[config.mk]
export PLATFORM = sky130hd
export DESIGN_NAME = multi_channel_tick_timer_bank_core_flat
export DESIGN_NICKNAME = d
export VERILOG_FILES = /design/src/hdl/mctt_pkg.sv /design/src/hdl/mctt_if.sv /design/src/hdl/mctt_mem.sv /design/src/hdl/mctt_seq.sv /design/src/hdl/multi_channel_tick_timer_bank_core.sv /design/src/flat_wrapper.sv
export SDC_FILE = /design/constraint.sdc
export NUM_CORES = 1
export LEC_CHECK = 0
export BUFFER_PORTS_ARGS = -buffer_cell sky130_fd_sc_hd__buf_2
export CAP_MARGIN = 20
export CORE_ASPECT_RATIO = 1.75
export CORE_MARGIN = 2
export CORE_UTILIZATION = 61
export DETAILED_ROUTE_END_ITERATION = 10
export PLACE_DENSITY_LB_ADDON = 0.2
export SLEW_MARGIN = 20
export SYNTH_ARGS = -nofsm -noshare
export SYNTH_HDL_FRONTEND = slang
export SYNTH_SLANG_ARGS = --single-unit
[constraint.sdc]
create_clock -name clk -period 5.6 [get_ports clk]
set_input_delay 0.28 -clock clk [delete_from_list [all_inputs] [get_ports clk]]
set_output_delay 0.28 -clock clk [all_outputs]
set_load 0.02 [all_outputs]
[src/hdl/mctt_pkg.sv]
`timescale 1ns / 1ps
// ----------------------------------------------------------------------------
// mctt_pkg
// Shared types and constants for the tick timer bank: operation codes,
// channel modes, result kinds, state entry, memory request and result layouts.
// ----------------------------------------------------------------------------
package mctt_pkg;

  localparam int NUM_CHANNELS_DEF = 8;
  localparam int ADDRESSABLE      = 8;
  localparam int CH_FIELD_W       = 3;
  localparam int COUNT_W          = 16;
  localparam int BYTE_W           = 8;

  typedef enum logic [2:0] {
    OP_TICK            = 3'd0,
    OP_START_WAKE      = 3'd1,
    OP_START_PERIODIC  = 3'd2,
    OP_START_COUNTDOWN = 3'd3,
    OP_STOP            = 3'd4,
    OP_PAUSE           = 3'd5,
    OP_RESUME          = 3'd6,
    OP_CHECK           = 3'd7
  } op_t;

  typedef enum logic [1:0] {
    MODE_IDLE      = 2'd0,
    MODE_WAKE      = 2'd1,
    MODE_PERIODIC  = 2'd2,
    MODE_COUNTDOWN = 2'd3
  } mode_t;

  typedef enum logic [1:0] {
    KIND_SIGNAL = 2'd0,
    KIND_WAKE   = 2'd1,
    KIND_REPLY  = 2'd2
  } kind_t;

  typedef struct packed {
    mode_t               mode;
    logic [COUNT_W-1:0]  count;
    logic                pause;
    logic [BYTE_W-1:0]   period;
    logic [BYTE_W-1:0]   target;
  } entry_t;

  typedef struct packed {
    logic                  rd_en;
    logic [CH_FIELD_W-1:0] rd_addr;
    logic                  wr_en;
    logic [CH_FIELD_W-1:0] wr_addr;
    entry_t                wr_data;
  } mem_req_t;

  typedef struct packed {
    kind_t                 kind;
    logic [CH_FIELD_W-1:0] channel;
    logic [BYTE_W-1:0]     target;
    logic [COUNT_W-1:0]    remaining;
    logic                  last;
  } result_t;

endpackage

[src/hdl/mctt_if.sv]
`timescale 1ns / 1ps
// ----------------------------------------------------------------------------
// mctt_in_if / mctt_out_if
// Valid/ready channels for commands into and results out of the timer bank.
// ----------------------------------------------------------------------------
interface mctt_in_if;
  logic        valid;
  logic        ready;
  logic [2:0]  op;
  logic [2:0]  channel;
  logic [15:0] start_count;
  logic [7:0]  target_id;

  modport source (output valid, output op, output channel, output start_count,
                  output target_id, input ready);
  modport sink   (input valid, input op, input channel, input start_count,
                  input target_id, output ready);
endinterface

interface mctt_out_if;
  logic        valid;
  logic        ready;
  logic [1:0]  kind;
  logic [2:0]  out_channel;
  logic [7:0]  out_target;
  logic [15:0] remaining;
  logic        last;

  modport source (output valid, output kind, output out_channel, output out_target,
                  output remaining, output last, input ready);
  modport sink   (input valid, input kind, input out_channel, input out_target,
                  input remaining, input last, output ready);
endinterface

[src/hdl/mctt_mem.sv]
`timescale 1ns / 1ps
// ----------------------------------------------------------------------------
// mctt_mem
// Channel state memory, one read and one write port, registered read data.
// Per-entry valid bits make unwritten entries read as the reset state.
// ----------------------------------------------------------------------------
module mctt_mem #(
  parameter int NUM_CHANNELS = mctt_pkg::NUM_CHANNELS_DEF
) (
  input  logic              clk,
  input  logic              rst_n,
  input  mctt_pkg::mem_req_t req,
  output mctt_pkg::entry_t   rd_data
);
  import mctt_pkg::*;

  localparam int LIVE      = (NUM_CHANNELS < ADDRESSABLE) ? NUM_CHANNELS : ADDRESSABLE;
  localparam int CH_W      = (LIVE > 1) ? $clog2(LIVE) : 1;
  localparam int MEM_DEPTH = 1 << CH_W;

  entry_t                 mem_r [MEM_DEPTH];
  logic [MEM_DEPTH-1:0]   valid_r;
  entry_t                 rd_data_r;
  logic [CH_W-1:0]        rd_idx;
  logic [CH_W-1:0]        wr_idx;

  assign rd_idx  = req.rd_addr[CH_W-1:0];
  assign wr_idx  = req.wr_addr[CH_W-1:0];
  assign rd_data = rd_data_r;

  always_ff @(posedge clk) begin
    if (req.wr_en) begin
      mem_r[wr_idx] <= req.wr_data;
    end
  end

  always_ff @(posedge clk) begin
    if (!rst_n) begin
      valid_r <= '0;
    end else if (req.wr_en) begin
      valid_r[wr_idx] <= 1'b1;
    end
  end

  always_ff @(posedge clk) begin
    if (req.rd_en) begin
      rd_data_r <= valid_r[rd_idx] ? mem_r[rd_idx] : '0;
    end
  end

endmodule

[src/hdl/mctt_seq.sv]
`timescale 1ns / 1ps
// ----------------------------------------------------------------------------
// mctt_seq
// Command sequencer: read-modify-write of channel entries, tick sweep over the
// channels one per cycle unless an event waits on a full result register, and result
// generation with a held-back event so the final event of a tick carries the last flag.
// ----------------------------------------------------------------------------
module mctt_seq #(
  parameter int NUM_CHANNELS = mctt_pkg::NUM_CHANNELS_DEF
) (
  input  logic               clk,
  input  logic               rst_n,
  mctt_in_if.sink            in_if,
  output mctt_pkg::mem_req_t req,
  input  mctt_pkg::entry_t   rd_data,
  input  logic               push_ok,
  output logic               push_v,
  output mctt_pkg::result_t  push_data
);
  import mctt_pkg::*;

  localparam int LIVE = (NUM_CHANNELS < ADDRESSABLE) ? NUM_CHANNELS : ADDRESSABLE;
  localparam logic [CH_FIELD_W-1:0] LAST_IDX = CH_FIELD_W'(LIVE - 1);

  typedef enum logic [1:0] {S_IDLE, S_TICK, S_FLUSH, S_CMD} state_t;

  state_t                state_r, state_nxt;
  op_t                   op_r, op_nxt;
  logic [CH_FIELD_W-1:0] ch_r, ch_nxt;
  logic [COUNT_W-1:0]    cnt_r, cnt_nxt;
  logic [BYTE_W-1:0]     tgt_r, tgt_nxt;
  logic                  ok_r, ok_nxt;
  logic [CH_FIELD_W-1:0] idx_r, idx_nxt;
  result_t               pend_r, pend_nxt;
  logic                  pend_v_r, pend_v_nxt;

  op_t    in_op;
  logic   in_ok;
  logic   active;
  logic   fire;
  logic   emit;
  entry_t upd;

  assign in_op = op_t'(in_if.op);
  assign in_ok = int'(in_if.channel) < LIVE;
  assign in_if.ready = (state_r == S_IDLE);

  // tick update of the entry under the sweep
  always_comb begin
    active = (rd_data.mode != MODE_IDLE) && !rd_data.pause;
    fire   = active && (rd_data.count == '0);
    emit   = fire && ((rd_data.mode == MODE_WAKE) || (rd_data.mode == MODE_PERIODIC));
    upd    = rd_data;
    if (active && !fire) begin
      upd.count = rd_data.count - COUNT_W'(1);
    end else if (fire && (rd_data.mode == MODE_PERIODIC)) begin
      upd.count = {{(COUNT_W-BYTE_W){1'b0}}, rd_data.period};
    end else if (fire) begin
      upd.mode = MODE_IDLE;
    end
  end

  always_comb begin
    state_nxt  = state_r;
    op_nxt     = op_r;
    ch_nxt     = ch_r;
    cnt_nxt    = cnt_r;
    tgt_nxt    = tgt_r;
    ok_nxt     = ok_r;
    idx_nxt    = idx_r;
    pend_nxt   = pend_r;
    pend_v_nxt = pend_v_r;
    req        = '0;
    push_v     = 1'b0;
    push_data  = pend_r;

    case (state_r)
      S_IDLE: begin
        if (in_if.valid) begin
          op_nxt  = in_op;
          ch_nxt  = in_if.channel;
          cnt_nxt = in_if.start_count;
          tgt_nxt = in_if.target_id;
          ok_nxt  = in_ok;
          if (in_op == OP_TICK) begin
            req.rd_en   = 1'b1;
            req.rd_addr = '0;
            idx_nxt     = '0;
            pend_v_nxt  = 1'b0;
            state_nxt   = S_TICK;
          end else if (in_ok || (in_op inside {OP_STOP, OP_CHECK})) begin
            req.rd_en   = 1'b1;
            req.rd_addr = in_if.channel;
            state_nxt   = S_CMD;
          end
        end
      end

      S_TICK: begin
        if (!(emit && pend_v_r && !push_ok)) begin
          if (emit && pend_v_r) begin
            push_v         = 1'b1;
            push_data.last = 1'b0;
          end
          if (active) begin
            req.wr_en   = 1'b1;
            req.wr_addr = idx_r;
            req.wr_data = upd;
          end
          if (emit) begin
            pend_nxt.kind      = (rd_data.mode == MODE_PERIODIC) ? KIND_SIGNAL : KIND_WAKE;
            pend_nxt.channel   = idx_r;
            pend_nxt.target    = rd_data.target;
            pend_nxt.remaining = '0;
            pend_nxt.last      = 1'b0;
            pend_v_nxt         = 1'b1;
          end
          if (idx_r == LAST_IDX) begin
            state_nxt = S_FLUSH;
          end else begin
            idx_nxt     = idx_r + CH_FIELD_W'(1);
            req.rd_en   = 1'b1;
            req.rd_addr = idx_r + CH_FIELD_W'(1);
          end
        end
      end

      S_FLUSH: begin
        if (!pend_v_r) begin
          state_nxt = S_IDLE;
        end else if (push_ok) begin
          push_v         = 1'b1;
          push_data.last = 1'b1;
          pend_v_nxt     = 1'b0;
          state_nxt      = S_IDLE;
        end
      end

      S_CMD: begin
        req.wr_addr = ch_r;
        req.wr_data = rd_data;
        case (op_r)
          OP_START_WAKE: begin
            req.wr_en          = ok_r;
            req.wr_data.mode   = MODE_WAKE;
            req.wr_data.count  = cnt_r;
            req.wr_data.pause  = 1'b0;
            req.wr_data.target = tgt_r;
            state_nxt          = S_IDLE;
          end
          OP_START_PERIODIC: begin
            req.wr_en          = ok_r;
            req.wr_data.mode   = MODE_PERIODIC;
            req.wr_data.count  = {{(COUNT_W-BYTE_W){1'b0}}, cnt_r[BYTE_W-1:0]};
            req.wr_data.pause  = 1'b0;
            req.wr_data.period = cnt_r[BYTE_W-1:0];
            req.wr_data.target = tgt_r;
            state_nxt          = S_IDLE;
          end
          OP_START_COUNTDOWN: begin
            req.wr_en         = ok_r;
            req.wr_data.mode  = MODE_COUNTDOWN;
            req.wr_data.count = cnt_r;
            req.wr_data.pause = 1'b0;
            state_nxt         = S_IDLE;
          end
          OP_PAUSE: begin
            req.wr_en         = ok_r;
            req.wr_data.pause = 1'b1;
            state_nxt         = S_IDLE;
          end
          OP_RESUME: begin
            req.wr_en         = ok_r;
            req.wr_data.pause = 1'b0;
            state_nxt         = S_IDLE;
          end
          OP_STOP, OP_CHECK: begin
            if (push_ok) begin
              push_v              = 1'b1;
              push_data.kind      = KIND_REPLY;
              push_data.channel   = ch_r;
              push_data.target    = '0;
              push_data.remaining = ok_r ? rd_data.count : '0;
              push_data.last      = 1'b1;
              req.wr_en           = ok_r && (op_r == OP_STOP);
              req.wr_data.mode    = MODE_IDLE;
              state_nxt           = S_IDLE;
            end
          end
          default: begin
            state_nxt = S_IDLE;
          end
        endcase
      end

      default: begin
        state_nxt = S_IDLE;
      end
    endcase
  end

  always_ff @(posedge clk) begin
    if (!rst_n) begin
      state_r  <= S_IDLE;
      pend_v_r <= 1'b0;
    end else begin
      state_r  <= state_nxt;
      pend_v_r <= pend_v_nxt;
    end
    op_r   <= op_nxt;
    ch_r   <= ch_nxt;
    cnt_r  <= cnt_nxt;
    tgt_r  <= tgt_nxt;
    ok_r   <= ok_nxt;
    idx_r  <= idx_nxt;
    pend_r <= pend_nxt;
  end

endmodule

[src/hdl/multi_channel_tick_timer_bank_core.sv]
// an accepted command issues its memory read in the same cycle, unless it is a start,
// pause or resume beyond the bank; a tick sweeps min(NUM_CHANNELS, 8) channels, one
// per cycle unless an event waits on a full result register, bounded by the single read
// port; results sit in an output register, so a new command is taken while one waits
// reset: synchronous active-low, clears control state and the memory valid bits;
// every channel then reads as inactive, unpaused, with zero count, period and target
`timescale 1ns / 1ps
// ----------------------------------------------------------------------------
// multi_channel_tick_timer_bank_core
// Bank of countdown timer channels with wake, periodic and countdown modes,
// command sequencer over a state memory and a registered result stage.
// ----------------------------------------------------------------------------
module multi_channel_tick_timer_bank_core #(
  parameter int NUM_CHANNELS = mctt_pkg::NUM_CHANNELS_DEF
) (
  input logic        clk,
  input logic        rst_n,
  mctt_in_if.sink    in_if,
  mctt_out_if.source out_if
);
  import mctt_pkg::*;

  mem_req_t mem_req;
  entry_t   mem_rd_data;
  logic     push_ok;
  logic     push_v;
  result_t  push_data;

  logic     out_valid_r;
  result_t  out_data_r;

  mctt_seq #(
    .NUM_CHANNELS(NUM_CHANNELS)
  ) u_seq (
    .clk       (clk),
    .rst_n     (rst_n),
    .in_if     (in_if),
    .req       (mem_req),
    .rd_data   (mem_rd_data),
    .push_ok   (push_ok),
    .push_v    (push_v),
    .push_data (push_data)
  );

  mctt_mem #(
    .NUM_CHANNELS(NUM_CHANNELS)
  ) u_mem (
    .clk     (clk),
    .rst_n   (rst_n),
    .req     (mem_req),
    .rd_data (mem_rd_data)
  );

  // result register
  assign push_ok = !out_valid_r || out_if.ready;

  always_ff @(posedge clk) begin
    if (!rst_n) begin
      out_valid_r <= 1'b0;
    end else if (push_v) begin
      out_valid_r <= 1'b1;
    end else if (out_if.ready) begin
      out_valid_r <= 1'b0;
    end
    if (push_v) begin
      out_data_r <= push_data;
    end
  end

  assign out_if.valid       = out_valid_r;
  assign out_if.kind        = out_data_r.kind;
  assign out_if.out_channel = out_data_r.channel;
  assign out_if.out_target  = out_data_r.target;
  assign out_if.remaining   = out_data_r.remaining;
  assign out_if.last        = out_data_r.last;

`ifndef SYNTHESIS
  a_no_overwrite: assert property (@(posedge clk) disable iff (!rst_n)
    push_v && out_valid_r |-> out_if.ready)
    else $error("result register overwritten while a transaction waits");

  a_reply_last: assert property (@(posedge clk) disable iff (!rst_n)
    out_if.valid && (out_if.kind == KIND_REPLY) |-> out_if.last)
    else $error("count reply without last flag");

  a_event_no_count: assert property (@(posedge clk) disable iff (!rst_n)
    out_if.valid && (out_if.kind != KIND_REPLY) |-> (out_if.remaining == '0))
    else $error("event carries a nonzero remaining count");

  a_reply_no_target: assert property (@(posedge clk) disable iff (!rst_n)
    out_if.valid && (out_if.kind == KIND_REPLY) |-> (out_if.out_target == '0))
    else $error("count reply carries a target");
`endif

endmodule

[src/flat_wrapper.sv]
// flat-port wrapper written by rule: the top's interface ports become plain ports
module multi_channel_tick_timer_bank_core_flat import mctt_pkg::*;
#(
  parameter int NUM_CHANNELS = mctt_pkg::NUM_CHANNELS_DEF
)
  (clk, rst_n, in_if_valid, in_if_op, in_if_channel, in_if_start_count, in_if_target_id, in_if_ready, out_if_valid, out_if_kind, out_if_out_channel, out_if_out_target, out_if_remaining, out_if_last, out_if_ready);
  mctt_in_if in_if_i ();
  mctt_out_if out_if_i ();
  input logic clk;
  input logic rst_n;
  input wire logic [$bits(in_if_i.valid)-1:0] in_if_valid;
  input wire logic [$bits(in_if_i.op)-1:0] in_if_op;
  input wire logic [$bits(in_if_i.channel)-1:0] in_if_channel;
  input wire logic [$bits(in_if_i.start_count)-1:0] in_if_start_count;
  input wire logic [$bits(in_if_i.target_id)-1:0] in_if_target_id;
  output wire logic [$bits(in_if_i.ready)-1:0] in_if_ready;
  output wire logic [$bits(out_if_i.valid)-1:0] out_if_valid;
  output wire logic [$bits(out_if_i.kind)-1:0] out_if_kind;
  output wire logic [$bits(out_if_i.out_channel)-1:0] out_if_out_channel;
  output wire logic [$bits(out_if_i.out_target)-1:0] out_if_out_target;
  output wire logic [$bits(out_if_i.remaining)-1:0] out_if_remaining;
  output wire logic [$bits(out_if_i.last)-1:0] out_if_last;
  input wire logic [$bits(out_if_i.ready)-1:0] out_if_ready;
  assign in_if_i.valid = in_if_valid;
  assign in_if_i.op = in_if_op;
  assign in_if_i.channel = in_if_channel;
  assign in_if_i.start_count = in_if_start_count;
  assign in_if_i.target_id = in_if_target_id;
  assign in_if_ready = in_if_i.ready;
  assign out_if_valid = out_if_i.valid;
  assign out_if_kind = out_if_i.kind;
  assign out_if_out_channel = out_if_i.out_channel;
  assign out_if_out_target = out_if_i.out_target;
  assign out_if_remaining = out_if_i.remaining;
  assign out_if_last = out_if_i.last;
  assign out_if_i.ready = out_if_ready;
  multi_channel_tick_timer_bank_core #(.NUM_CHANNELS(NUM_CHANNELS)) u_core (.clk(clk), .rst_n(rst_n), .in_if(in_if_i), .out_if(out_if_i));
endmodule
==> reports/metrics.json <==
{
  "status": {"value": "completed"},
  "maxSlewHeadroom": {"value": 24.8, "unit": "%"},
  "io_buffer_count": {"value": 65},
  "slowest_stage_delay_on_critical_path": {"value": 0.73, "unit": "ns"},
  "root_buffer": {"value": "sky130_fd_sc_hd__clkbuf_16"},
  "drc": {"value": 0},
  "power.leakage": {"value": 6.72, "unit": "nW"},
  "fin_worst_skew": {"value": 0.0128, "unit": "ns"},
  "switching_share": {"value": 30.9, "unit": "%"},
  "clock_tree_from_tritoncts": {"value": "yes"},
  "post-route-min-period": {"value": 4.21, "unit": "ns"},
  "initialDrtViolationCount": {"value": 1082},
  "worst-path-buf-inv": {"value": 3},
  "ff_latch_count_synth": {"value": 402},
  "route.detailed.vias_per_inst": {"value": 6.43},
  "fp.dieH": {"value": 221, "unit": "um"},
  "tritoncts.num_buffers": {"value": 36},
  "worstHoldPathCells": {"value": 2},
  "gp_congestion": {"value": 0.802},
  "total_switching_power": {"value": 2.60, "unit": "mW"},
  "post-route-cell-area": {"value": 0.0188, "unit": "mm^2"},
  "achievable-frequency": {"value": 0.238, "unit": "GHz"},
  "post-place-cells": {"value": 1459},
  "antenna_found_initial": {"value": 0},
  "synth_edf_count": {"value": 390},
  "timing.final.ws_setup": {"value": 1.39, "unit": "ns"},
  "hpwlAfterDp": {"value": 22300, "unit": "um"},
  "htreeDepth": {"value": 2},
  "utilization": {"value": 70.5, "unit": "%"},
  "yosys.area.top_type": {"value": "sky130_fd_sc_hd__edfxtp_1"},
  "average_wire_length_per_cell_after_detail_routing": {"value": 25.2, "unit": "um"},
  "critical_path.slowest_cell": {"value": "sky130_fd_sc_hd__buf_4"},
  "synth.most_common_cell": {"value": "sky130_fd_sc_hd__edfxtp_1"},
  "synth_commonest_cells": {"value": "sky130_fd_sc_hd__edfxtp_1 (390), sky130_fd_sc_hd__nand2_1 (180), sky130_fd_sc_hd__mux2i_1 (96)"},
  "cts.reportedPaths.clkPinSlew": {"value": 0.06, "unit": "ns"},
  "grt-ovfl-total": {"value": 0},
  "report.final.slew_viol_count": {"value": 0},
  "power_total": {"value": 8.43, "unit": "mW"},
  "fp.dieArea": {"value": 0.0283, "unit": "mm^2"},
  "cp-start-kind": {"value": "flop"},
  "setup-tns-final": {"value": 0, "unit": "ns"},
  "path_max_fanout": {"value": 39},
  "hold_viol_final": {"value": 0},
  "floorplan.initialDensity": {"value": 61.8, "unit": "%"},
  "clkLatencyLatePin": {"value": 0.54, "unit": "ns"},
  "logic_depth_of_the_worst_path_buffers_included": {"value": 11},
  "synth_cells": {"value": 1110},
  "timing.critical_path.mode_cell": {"value": "sky130_fd_sc_hd__buf_4"},
  "post-route-period-util": {"value": 75.1, "unit": "%"},
  "area_growth_syn_to_layout": {"value": 14.1, "unit": "%"},
  "detail_route.first_pass.iterations": {"value": 5},
  "antennaDiodeCount": {"value": 0},
  "worstSetupEndpointType": {"value": "flop"},
  "critPathTopFamily": {"value": "buffers and inverters"},
  "syn-cell-area": {"value": 0.0164, "unit": "mm^2"},
  "synth-warning-count": {"value": 0},
  "clock-sinks": {"value": 402},
  "clock_path_buffers": {"value": 3},
  "synth_flop_cell": {"value": "sky130_fd_sc_hd__edfxtp_1"},
  "yosysSeqAreaShare": {"value": 72.7, "unit": "%"},
  "ant_nets": {"value": 0},
  "cts_setup_buffers": {"value": 0},
  "pwr-share-clk": {"value": 30.5, "unit": "%"},
  "hold_slack": {"value": 0.0851, "unit": "ns"},
  "synth_top_cell_area_share": {"value": 71.3, "unit": "%"},
  "setup_viol": {"value": 0},
  "die_width": {"value": 128, "unit": "um"},
  "hold_path.class": {"value": "in -> reg"},
  "number_of_global_route_vias_before_repair": {"value": 10100},
  "seq_power_share": {"value": 46.8, "unit": "%"},
  "pre_cts_slack": {"value": 1.44, "unit": "ns"},
  "vias_after_detailed_routing": {"value": 10000},
  "route.final.wire_length": {"value": 39300, "unit": "um"},
  "cp.arrival": {"value": 4.50, "unit": "ns"},
  "worstRegToRegCells": {"value": 11},
  "p_per_area": {"value": 449, "unit": "mW/mm^2"},
  "post_cts_resized": {"value": 0},
  "finalNonFillerCells": {"value": 1556},
  "asyncSetResetFlopFracSynth": {"value": 0, "unit": "%"},
  "crit_chain": {"value": "inv_1, ha_1, nor3b_1, and4_1, a21oi_4, a22oi_2, buf_4, buf_4, mux2i_1, a32oi_1, and3_1"},
  "num-nets-final": {"value": 1247},
  "tightestPinTransition": {"value": 1.12, "unit": "ns"},
  "gate_power_share": {"value": 22.8, "unit": "%"},
  "timing.critical_path.required": {"value": 5.89, "unit": "ns"},
  "synthesis.area_per_instance": {"value": 14.8, "unit": "um^2"},
  "grtUsageTotal": {"value": 28.0, "unit": "%"},
  "grt_setup_unrepaired": {"value": "false"},
  "grt_start_max_net_pins": {"value": 71},
  "rows": {"value": 79},
  "layout-drive-gt1-share": {"value": 14.5, "unit": "%"},
  "post_synth_num_cell_types": {"value": 60},
  "cell_internal_pwr": {"value": 5.83, "unit": "mW"},
  "synthesis.nets": {"value": 1153},
  "dpl-instance-area": {"value": 0.0172, "unit": "mm^2"},
  "fp.coreArea": {"value": 0.0266, "unit": "mm^2"},
  "ioPinCount": {"value": 66},
  "irDropWorstVdd": {"value": 306, "unit": "uV"},
  "grt_pass1_wl": {"value": 58900, "unit": "um"},
  "worstSetupPathType": {"value": "reg -> reg"},
  "netlist_top_cells_area": {"value": "sky130_fd_sc_hd__edfxtp_1 (71%), sky130_fd_sc_hd__mux2i_1 (5.8%), sky130_fd_sc_hd__nand2_1 (4.1%), sky130_fd_sc_hd__a32oi_1 (3.7%), sky130_fd_sc_hd__dfxtp_1 (1.5%)"},
  "cap_viol_max_count": {"value": 0}
}
worst paths after layout:
path	from	end	slack (ns)
setup / recovery	u_core.u_mem.rd_data[17]	u_core.u_mem.rd_data[14]	1.39
hold / removal	rst_n	u_core.u_mem.valid_r[0]	0.09
setup reg to reg	u_core.u_mem.rd_data[17]	u_core.u_mem.rd_data[14]	1.39
hold reg to reg	u_core.u_mem.valid_r[6]	u_core.u_mem.valid_r[6]	0.47
area by class of cell:
| type | instances | area [um^2] |
|---|---|---|
| sequential | 402 | 12000 |
| fill | 1712 | 7830 |
| multi-input combinational | 632 | 4270 |
| clock buffer | 45 | 1020 |
| timing repair buffer | 119 | 838 |
| tap | 324 | 405 |
| clock inverter | 21 | 223 |
| inverter | 13 | 48.8 |
power by group through the flow:
stage,clock network [mW],registers (mW),logic [mW]
4_1_cts,2.60,3.93,1.89
5_1_grt,2.70,3.96,2.06
3_3_place_gp,0,3.99,1.81
6_report,2.57,3.94,1.92
3_5_place_dp,0,3.99,1.86
2_1_floorplan,0,3.89,1.30
cell usage in the layout (no fill, tap or decap), drive strengths merged, types with 3 or more instances in the layout:
cell type / count
a211oi: 6
nand2: 180
o21ai: 40
inv: 15
nor2: 32
or2: 3
mux2i: 96
and3: 36
dlygate4sd3: 30
ha: 9
bufinv: 4
a21oi: 20
o2bb2ai: 3
nor2b: 22
nor3: 11
clkbuf: 45
a22oi: 12
a32oi: 70
edfxtp: 390
mux2: 7
nor4: 7
and2: 17
a31oi: 3
nand3: 5
xnor2: 8
clkinv: 14
o22ai: 9
buf: 89
dfxtp: 12
o21a: 5
routing by layer:
layer	GRT usage (%)	up-vias	part of all wire [%]
met5	0	-	0
li1	-	4457	-
met2	48.9	460	51
met3	4.13	95	6.8
met1	34.7	4990	38
met4	12.1	0	3.9
flip-flops by register name, summed over array words and instances (netlist names), 2 cells and up:
register and count:
u_core.u_seq.pend_r 12, u_core.out_if.out_channel 3, u_core.out_if.remaining 16, u_core.u_seq.tgt_r 8, u_core.u_mem.valid_r 8, u_core.out_if.kind 2, u_core.u_seq.cnt_r 16, u_core.u_seq.op_r 3
u_core.u_seq.state_r 2, u_core.out_if.out_target 8, u_core.u_seq.ch_r 3, u_core.u_mem.mem_r 280, u_core.u_seq.idx_r 3, u_core.u_mem.rd_data 35
timing repair:
action,CTS,global route
hold endpoints to repair,30,0
hold buffers,30,0
setup endpoints to repair,0,0
cells by family (layout without fill, tap and decap cells):
kind of cell	after synthesis	count (layout)	synth area share (%)
adders and majority gates	9	9	0.685
DFF	402	402	72.7
AOI/OAI and AO/OA	181	181	8.06
muxes	104	104	6.46
buffers and inverters	76	198	2.10
and+or+nand+nor	329	329	9.49
xor gates and xnor gates	9	9	0.480
worst reg2reg max path, stage by stage (launching register included):
cell                       delay (ns)
sky130_fd_sc_hd__edfxtp_1        0.44
sky130_fd_sc_hd__inv_1           0.12
sky130_fd_sc_hd__ha_1            0.20
sky130_fd_sc_hd__nor3b_1         0.26
sky130_fd_sc_hd__and4_1          0.51
sky130_fd_sc_hd__a21oi_4         0.11
sky130_fd_sc_hd__a22oi_2         0.39
sky130_fd_sc_hd__buf_4           0.60
sky130_fd_sc_hd__buf_4           0.73
sky130_fd_sc_hd__mux2i_1         0.31
sky130_fd_sc_hd__a32oi_1         0.07
sky130_fd_sc_hd__and3_1          0.23
No activity file was read; power rests on OpenSTA's default activity.
